$ cat src/rtl/lbff_pkg.sv
// Package: sizes, payload types and internal job type of the bin placer
`default_nettype none
package lbff_pkg;

    localparam int MAX_BINS  = 64;
    localparam int MAX_STEPS = 1024;
    localparam int WORD_BITS = 64;

    localparam int WPB      = (MAX_STEPS + WORD_BITS - 1) / WORD_BITS;
    localparam int WLOG_W   = $clog2(WORD_BITS);
    localparam int WIDX_W   = (WPB > 1) ? $clog2(WPB) : 1;
    localparam int BIN_W    = (MAX_BINS > 1) ? $clog2(MAX_BINS) : 1;
    localparam int CNT_W    = $clog2(MAX_BINS + 1);
    localparam int SIDX_W   = $clog2(MAX_STEPS);
    localparam int ADDR_W   = BIN_W + WIDX_W;

    localparam int STEP_W   = 10;
    localparam int SIZE_W   = 32;
    localparam int TAG_W    = 16;
    localparam int OBIN_W   = 6;

    localparam logic REQ_PLACE = 1'b0;
    localparam logic REQ_CLEAR = 1'b1;

    typedef struct packed {
        logic              req_type;
        logic [STEP_W-1:0] start_step;
        logic [STEP_W-1:0] end_step;
        logic [SIZE_W-1:0] block_size;
        logic [TAG_W-1:0]  block_tag;
    } req_item_t;

    typedef struct packed {
        logic [OBIN_W-1:0] bin_index;
        logic              opened_bin;
        logic [SIZE_W-1:0] bin_size;
        logic              overflow;
        logic [TAG_W-1:0]  tag_out;
    } rsp_item_t;

    typedef struct packed {
        logic              is_clear;
        logic [WIDX_W-1:0] ws;
        logic [WIDX_W-1:0] we;
        logic [WLOG_W-1:0] lo;
        logic [WLOG_W-1:0] hi;
        logic [SIZE_W-1:0] size;
        logic [TAG_W-1:0]  tag;
    } job_t;

endpackage
`default_nettype wire

$ cat src/rtl/lbff_front.sv
// Front end: accept requests, normalize lifetimes, queue jobs for the back end
`default_nettype none
module lbff_front
    import lbff_pkg::*;
(
    input  wire logic      clk,
    input  wire logic      rst_n,
    input  wire logic      req_valid,
    output logic           req_ready,
    input  wire req_item_t req,
    output logic           job_valid,
    input  wire logic      job_ready,
    output job_t           job
);

    localparam int QD = 2;

    job_t              q_reg [QD];
    logic              wr_ptr_reg, wr_ptr_next;
    logic              rd_ptr_reg, rd_ptr_next;
    logic [1:0]        cnt_reg, cnt_next;
    logic [STEP_W-1:0] s_raw, e_raw;
    logic [SIDX_W-1:0] s_sat, e_sat;
    job_t              new_job;
    logic              push, pop;

    always_comb
    begin
        s_raw = (req.end_step < req.start_step) ? req.end_step : req.start_step;
        e_raw = (req.end_step < req.start_step) ? req.start_step : req.end_step;
        s_sat = (32'(s_raw) >= 32'(MAX_STEPS)) ? SIDX_W'(MAX_STEPS - 1) : SIDX_W'(s_raw);
        e_sat = (32'(e_raw) >= 32'(MAX_STEPS)) ? SIDX_W'(MAX_STEPS - 1) : SIDX_W'(e_raw);
        new_job.is_clear = (req.req_type == REQ_CLEAR);
        new_job.ws       = WIDX_W'(s_sat >> WLOG_W);
        new_job.we       = WIDX_W'(e_sat >> WLOG_W);
        new_job.lo       = s_sat[WLOG_W-1:0];
        new_job.hi       = e_sat[WLOG_W-1:0];
        new_job.size     = req.block_size;
        new_job.tag      = req.block_tag;
    end

    assign req_ready = (cnt_reg != 2'(QD));
    assign job_valid = (cnt_reg != 2'd0);
    assign job       = q_reg[rd_ptr_reg];
    assign push      = req_valid && req_ready;
    assign pop       = job_valid && job_ready;

    always_comb
    begin
        wr_ptr_next = push ? ~wr_ptr_reg : wr_ptr_reg;
        rd_ptr_next = pop ? ~rd_ptr_reg : rd_ptr_reg;
        cnt_next    = cnt_reg + 2'(push) - 2'(pop);
    end

    always_ff @(posedge clk or negedge rst_n)
    begin
        if (!rst_n)
        begin
            wr_ptr_reg <= 1'b0;
            rd_ptr_reg <= 1'b0;
            cnt_reg    <= 2'd0;
        end
        else
        begin
            wr_ptr_reg <= wr_ptr_next;
            rd_ptr_reg <= rd_ptr_next;
            cnt_reg    <= cnt_next;
        end
    end

    always_ff @(posedge clk)
    begin
        if (push)
        begin
            q_reg[wr_ptr_reg] <= new_job;
        end
    end

endmodule
`default_nettype wire

$ cat config.mk
export PLATFORM = sky130hd
export DESIGN_NAME = lbff_front
export DESIGN_NICKNAME = d
export VERILOG_FILES = /design/src/rtl/lbff_pkg.sv /design/src/rtl/lbff_front.sv
export SDC_FILE = /design/constraint.sdc
export NUM_CORES = 1
export LEC_CHECK = 0
export BUFFER_PORTS_ARGS = -buffer_cell sky130_fd_sc_hd__buf_4
export CORE_MARGIN = 2
export CORE_UTILIZATION = 55
export CTS_BUF_LIST = sky130_fd_sc_hd__clkbuf_16
export DETAILED_ROUTE_END_ITERATION = 7
export PLACE_DENSITY = 0.79
export SYNTH_ARGS = -nofsm -noshare
export SYNTH_HDL_FRONTEND = slang
export SYNTH_SLANG_ARGS = --single-unit
$ cat constraint.sdc
create_clock -name clk -period 9.7 [get_ports clk]
set_input_delay 0.97 -clock clk [delete_from_list [all_inputs] [get_ports clk]]
set_output_delay 0.97 -clock clk [all_outputs]
set_load 0.1 [all_outputs]
# --- Word level (Yosys, flattened, before mapping) ---
# Memories as Yosys holds them, arrays and structs flattened.
# Cells that the tools add are included.
op_classes:
  n_eq_ne: 1
  n_reduce_logical: 3
  n_lt_le_gt_ge: 1
  n_bitwise: 2
  muxes: 4
  addsub: 2
ops:
  columns: ["op", "count"]
  rows:
  - ["$mux 10", 2]
  - ["$lt 10x10->1", 1]
  - ["$add 2x1->2", 1]
  - ["$logic_and 1x1->1", 2]
  - ["$mux 1", 2]
  - ["$ne 2x2->1 const B", 1]
  - ["$not 1->1", 2]
  - ["$reduce_bool 2->1", 1]
  - ["$sub 2x1->2", 1]
totals:
  ramBits: 138
  mem_count: 1
  output_inout_bits: 71
  input_bits: 73
  word_cells: 17
  regBits: 4
memory_table:
  columns: ["memory", "words", "width", "rd", "rd_ports_with_merged_regs", "write_ports", "line", "rtl"]
  rows:
  - ["q_reg", 2, 69, 1, 0, 1, "lbff_front.sv:18", "job_t q_reg [QD];"]

# --- Depth between registers and ports, before layout ---
# Gate-level depths: netlist of the first run.
depth:
  ltp_word: 4
  mapped_depth: 8

# --- Least setup slack after synthesis of the first run ---
# Ideal clock, no wire load.
synth_timing:
  path_type: "reg2reg"
  from: "register cnt_reg[0]"
  to: "memory q_reg[0][0] (netlist bit), enable pin"
  arrival_ns: 4.323
  n_path_buf: 0
  setup_slack_ns: 4.880
  stages_incl_launch_ff: 4
  required_time_ns: 9.203
  synth_period_minus_slack_ns: 4.820
  cell_sequence: "dfrtp_1 -> nand2b_1 -> nand2_1 -> nor2_1"
synth_via:
  elab_chain_cells: 4
synth_lines:
  columns: ["element", "line", "rtl"]
  rows:
  - ["start, declared", "lbff_front.sv:21", "logic [1:0] cnt_reg, cnt_next;"]
  - ["start signal, assigned", "lbff_front.sv:67", "cnt_reg <= cnt_next;"]
  - ["$ne 2x2->1", "lbff_front.sv:42", "assign req_ready = (cnt_reg != 2'(QD));"]
  - ["via req_ready", "lbff_front.sv:9", "output logic req_ready,"]
  - ["$logic_and 1x1->1", "lbff_front.sv:45", "assign push = req_valid && req_ready;"]
  - ["$mux 1", "lbff_front.sv:73", "if (push)"]
  - ["$mux 1 (implied by the code)", "lbff_front.sv:75", "q_reg[wr_ptr_reg] <= new_job;"]
  - ["end, declared", "lbff_front.sv:18", null]
# The timed path passes the listed nets, and every way through them passes these cells.

==> impl_metrics.ini, run 1 <==
[cts]
htree_num_levels = 4
clk_latency_ps = 410
cts.reportedPaths.clkPinSlew_ps = 60
post_cts_buffers = 0
holdBufCountCts = 0
clock_path_buffers = 2
clock-sinks = 142
cts_repair_resize_count = 0
cts_buffers = 17
clock_tree.root_cell = sky130_fd_sc_hd__clkbuf_16
tritoncts = yes

[timing]
timing.fmax_ghz = 0.3192
slew_hr_pct = 36.20
layout_min_cycle_time_ps = 3133
final-setup-viol-count = 0
final_report_max_slew_violation_count = 0
setup_tns_ps = 0
grt_setup_unrepaired = no
fin_crit_sh_pct = 32.29
fin_skew_ps = 10.03
worst-slew-pin-transition_ps = 957.0
post-route-worst-setup-slack_ps = 6567
report.final.hold_viol_count = 0

[yosys]
synth_edf_count = 138
synth_sequential_area_ratio_pct = 74.29
ys_ff_latch = 142
synth_area_per_cell_sq_um = 20.12
synth_top_flop_cell = sky130_fd_sc_hd__edfxtp_1
ys.warnings.count = 0
synth_nets = 368
synth.distinct_cells = 28
synth.top_cells.by_area = sky130_fd_sc_hd__edfxtp_1, sky130_fd_sc_hd__mux2_2, sky130_fd_sc_hd__mux2_4
netlist_instances = 284
synth_top_cell_by_area = sky130_fd_sc_hd__edfxtp_1
synth_area_sq_um = 5713
synthDominantCellAreaShare_pct = 72.54
synthArstFlopShare_pct = 2.817

[critical_path]
worst_setup_path_startpoint = rd_ptr_reg
regToRegSetupSlack_ps = 7390
setup.worst_path.start_class = flop
critPathSlowestCell = sky130_fd_sc_hd__dfrtp_4
worst_ep_arrival_time_ps = 2160
crit_type = flop to primary output
critPathBufInv = 1
crit_fanout = 70
crit_required_ps = 8730
r2r_start = cnt_reg[1]
timing.critical_path.max_delay_family = flip-flops
endpoint_of_the_worst_slack_reg_to_reg_timing_path = q_reg[0][17]
crit_cells = 2
worst_r2r_path_depth = 4
crit_end = job[54]
critPathCaptureType = primary output
critical_path.cell_chain = mux2_2 > buf_4
timing.critical_path.slowest_cell_delay_ps = 1050

[grt]
global_route_wire_length_before_repair_um = 15550
grt_util_overall_pct = 18.73
grt_overflow_total = 0
antenna_found_initial = 0
grt_max_degree = 71
via_count_of_the_first_global_routing_pass = 3053

[placement]
dpl.hpwl_um = 6472
place.gp.congestion = 0.7476
place.port_buffers = 143
pre_cts_ws_ps = 6759

[floorplanning]
die_y_um = 105.9
core_area_sq_um = 10180
ios = 144
die_area_sq_um = 11220
start_util_pct = 56.09
chipWidth_um = 105.9
row_count = 37

[detailed_routing]
drt_pre_antenna_iters = 4
detail_route.wl_per_cell_um = 17.57
ant_nets = 0
route.final.wire_length_um = 10280
route.vias.total = 3013
post_drt_via_cell_ratio = 5.150
route.detailed.drc = 0
first_iter_violations = 201

[outcome]
status = finished, final reports clean

[cells_and_area]
post_route_cells_drive_above_1_share_pct = 55.01
number_of_flip_flops_under_the_largest_register_name = 138
syn2layout_area_growth_pct = 31.91
nets = 522
most-common-layout-cells = sky130_fd_sc_hd__buf_4, sky130_fd_sc_hd__edfxtp_1, sky130_fd_sc_hd__mux2_2, sky130_fd_sc_hd__mux2_1, sky130_fd_sc_hd__mux2_4
layout_commonest_cell = sky130_fd_sc_hd__buf_4
num_antenna_cells = 0

[run]
max_cap_viol_count = 0

[min_path]
timing.hold.worst.class = primary input to asynchronous set/reset pin
cells in the mapped netlist, types with 2 or more instances:
cell type,instances
sky130_fd_sc_hd__edfxtp_1,138
sky130_fd_sc_hd__mux2_2,49
sky130_fd_sc_hd__mux2_1,20
sky130_fd_sc_hd__mux2_4,20
sky130_fd_sc_hd__ha_1,11
sky130_fd_sc_hd__inv_1,10
sky130_fd_sc_hd__buf_1,5
sky130_fd_sc_hd__dfrtp_1,4
sky130_fd_sc_hd__clkbuf_1,3
sky130_fd_sc_hd__xnor2_1,3
sky130_fd_sc_hd__buf_6,2
sky130_fd_sc_hd__nand2b_1,2
sky130_fd_sc_hd__nor2_1,2
worst min path at each step:
| stage | cells past startpoint | start | end | slack [ps] |
|---|---|---|---|---|
| floorplan | 1 | cnt_reg[1] | cnt_reg[1] | 460 |
| global placement | 1 | cnt_reg[1] | cnt_reg[1] | 480 |
| detailed placement | 1 | cnt_reg[1] | cnt_reg[1] | 490 |
| CTS | 1 | rst_n | cnt_reg[1] | 320 |
| global route | 1 | rst_n | cnt_reg[0] | 320 |
| finish | 1 | rst_n | cnt_reg[0] | 340 |
layout make-up:
class,count,area [sq um]
well taps,136,170.2
clock inverters,13,175.2
repair buffers,145,1089
inverters,10,37.54
clock buffers,17,425.4
multi-input cells,122,1391
fillers,627,2649
flip-flops and latches,142,4248
per-stage QoR:
step           cells  hold slack [ps]  util [%]  instance area, sq um
5_1_grt          585            324.5     73.99                  7536
4_1_cts          585            322.6     73.99                  7536
2_1_floorplan    284            460.4         -                  5713
6_report         585            340.0     73.99                  7536
3_5_place_dp     555            490.8     68.10                  6935
3_3_place_gp     555            476.3     68.10                  6935
per-layer routing:
| layer | part of all wire [%] | vias to the layer above | routed length, um | track usage, % |
|---|---|---|---|---|
| met4 | 0.45 | 0 | 46 | 5.357 |
| li1 | - | 1415 | - | - |
| met2 | 50 | 129 | 5164 | 30.65 |
| met3 | 8.8 | 4 | 901 | 8.216 |
| met5 | 0 | - | 0 | 0 |
| met1 | 41 | 1465 | 4164 | 22.79 |
cells by family after synthesis:
logic type | synth area share, %
AO/OA/AOI/OAI | 0.8103
flip-flops | 74.29
adder cells (fa/ha/maj) | 2.409
buffers and inverters | 1.577
XOR/XNOR | 0.6133
AND/OR/NAND/NOR | 1.446
multiplexers | 18.86
Power of run 1 is left out: the tool's default activity adds up to more than one toggle a clock period on the data nets, which glitch-free logic cannot reach.
==> run 2, diff against run 1 <==
CORE_UTILIZATION = 53   (was 55)
PLACE_DENSITY = 0.77   (was 0.79)
clock period = 3.05 ns   (was 9.7 ns; I/O delays follow)
==> impl_metrics.ini, run 2 (synthesized netlist as in run 1, its figures left out) <==
[outcome]
status = finished, final reports clean

[cts]
clk_latency_ps = 400
cts_repair_resize_count = 0
htree_num_levels = 4
clock_tree.root_cell = sky130_fd_sc_hd__clkbuf_16
clock_path_buffers = 2
tritoncts = yes
cts_buffers = 17
clock-sinks = 142
cts.reportedPaths.clkPinSlew_ps = 60

[min_path]
timing.hold.worst_path_depth = 1
timing.hold.worst.class = primary input to flop
min-delay-start = req[46]
hold-path-endpoint = q_reg[1][46]

[detailed_routing]
post_drt_via_cell_ratio = 5.160
route.detailed.drc = 0
route.final.wire_length_um = 9998
ant_nets = 0
first_iter_violations = 139
route.vias.total = 3039
detail_route.wl_per_cell_um = 16.97
drt_pre_antenna_iters = 4

[timing]
report.final.hold_viol_count = 0
final_report_max_slew_violation_count = 0
worst-slew-pin-transition_ps = 971.8
layout_min_cycle_time_ps = 2129
slew_hr_pct = 35.21
timing.fmax_ghz = 0.4698
fin_skew_ps = 5.160
final-setup-viol-count = 0
grt_setup_unrepaired = no
fin_crit_sh_pct = 69.79
setup_tns_ps = 0
whs_ps = 86.70

[critical_path]
r2r_start = cnt_reg[1]
worst_r2r_path_depth = 7
crit_required_ps = 2740
regToRegSetupSlack_ps = 1240
worst_ep_arrival_time_ps = 1820
crit_fanout = 30
setup.worst_path.start_class = flop
critPathCaptureType = primary output
crit_type = flop to primary output
endpoint_of_the_worst_slack_reg_to_reg_timing_path = cnt_reg[1]

[floorplanning]
start_util_pct = 54.85
row_count = 37
die_y_um = 107.8
chipWidth_um = 107.8
ios = 144
core_area_sq_um = 10420
die_area_sq_um = 11630

[grt]
grt_overflow_total = 0
global_route_wire_length_before_repair_um = 14880
antenna_found_initial = 0
grt_max_degree = 70
via_count_of_the_first_global_routing_pass = 3046
grt_util_overall_pct = 17.30

[cells_and_area]
multi_input_comb_area_sq_um = 1391
filler_cell_count = 670
post_layout_nonfiller_instances = 589
syn2layout_area_growth_pct = 32.39
finalInstanceArea_sq_um = 7564
post_route_cells_drive_above_1_share_pct = 55.41
num_antenna_cells = 0
layout_commonest_cell = sky130_fd_sc_hd__buf_4
most-common-layout-cells = sky130_fd_sc_hd__buf_4, sky130_fd_sc_hd__edfxtp_1, sky130_fd_sc_hd__mux2_2, sky130_fd_sc_hd__mux2_1, sky130_fd_sc_hd__mux2_4
nets = 526
final-seq-area_sq_um = 4245
number_of_flip_flops_under_the_largest_register_name = 138

[run]
max_cap_viol_count = 0

[placement]
place.gp.congestion = 0.7467
post-place-cells = 558
place.port_buffers = 143
dpl.hpwl_um = 6468
dpl_cell_area_sq_um = 6980
==> run 2: changes by cell type in the layout (fill, tap and decap cells not counted) <==
cell	previous run	this run
sky130_fd_sc_hd__buf_12	0	2
sky130_fd_sc_hd__clkinv_2	2	5
sky130_fd_sc_hd__dfrtp_2	0	1
sky130_fd_sc_hd__inv_1	12	10
sky130_fd_sc_hd__inv_6	1	2
sky130_fd_sc_hd__dlygate4sd3_1	0	1
sky130_fd_sc_hd__clkinv_1	1	2
sky130_fd_sc_hd__clkinv_4	2	0
sky130_fd_sc_hd__dfrtp_4	1	0
sky130_fd_sc_hd__buf_4	145	146
sky130_fd_sc_hd__bufinv_16	4	3
==> run 2: layout make-up <==
cell class              instances  share of cell area [%]
multi-input cells             122                   18.40
clock inverters                13                   1.952
repair buffers                149                   15.15
well taps                     136                   2.250
inverters                      10                  0.4963
flip-flops and latches        142                   56.13
clock buffers                  17                   5.624
==> run 2: per-stage QoR <==
step | utilization [%] | setup slack (ps)
floorplan | - | 116.3
global placement | 67.02 | 860.6
detailed placement | 67.02 | 844.6
CTS | 72.61 | 894.6
global route | 72.61 | 860.2
finish | 72.61 | 921.3
==> run 2: what timing repair did <==
item / CTS / global route
buffers inserted: 0 / 0
endpoints found under the hold margin: 4 / 0
hold buffers: 1 / 0
==> run 2: worst max path at each step <==
stage | startpoint | to | slack [ps]
2_1_floorplan | cnt_reg[0] | q_reg[0][0] | 120
3_3_place_gp | req[55] | q_reg[0][59] | 860
3_5_place_dp | req[55] | q_reg[0][55] | 840
4_1_cts | rd_ptr_reg | job[48] | 890
5_1_grt | rd_ptr_reg | job[48] | 860
6_report | rd_ptr_reg | job[48] | 920
==> run 2: critical path, cell delays in order (launching register included) <==
cell	delay [ps]
sky130_fd_sc_hd__dfrtp_2	380
sky130_fd_sc_hd__buf_4	380
sky130_fd_sc_hd__mux2_1	410
sky130_fd_sc_hd__buf_4	250
==> run 2: per-layer routing <==
layer | up-vias | global-route usage (%) | routed length [um] | part of all wire [%]
li1 | 1423 | - | - | -
met5 | - | 0 | 0 | 0
met2 | 119 | 27.09 | 4871 | 49
met1 | 1490 | 21.77 | 4204 | 42
met3 | 7 | 6.780 | 843 | 8.4
met4 | 0 | 6.777 | 80 | 0.80
Power of run 2 is left out for the same reason.
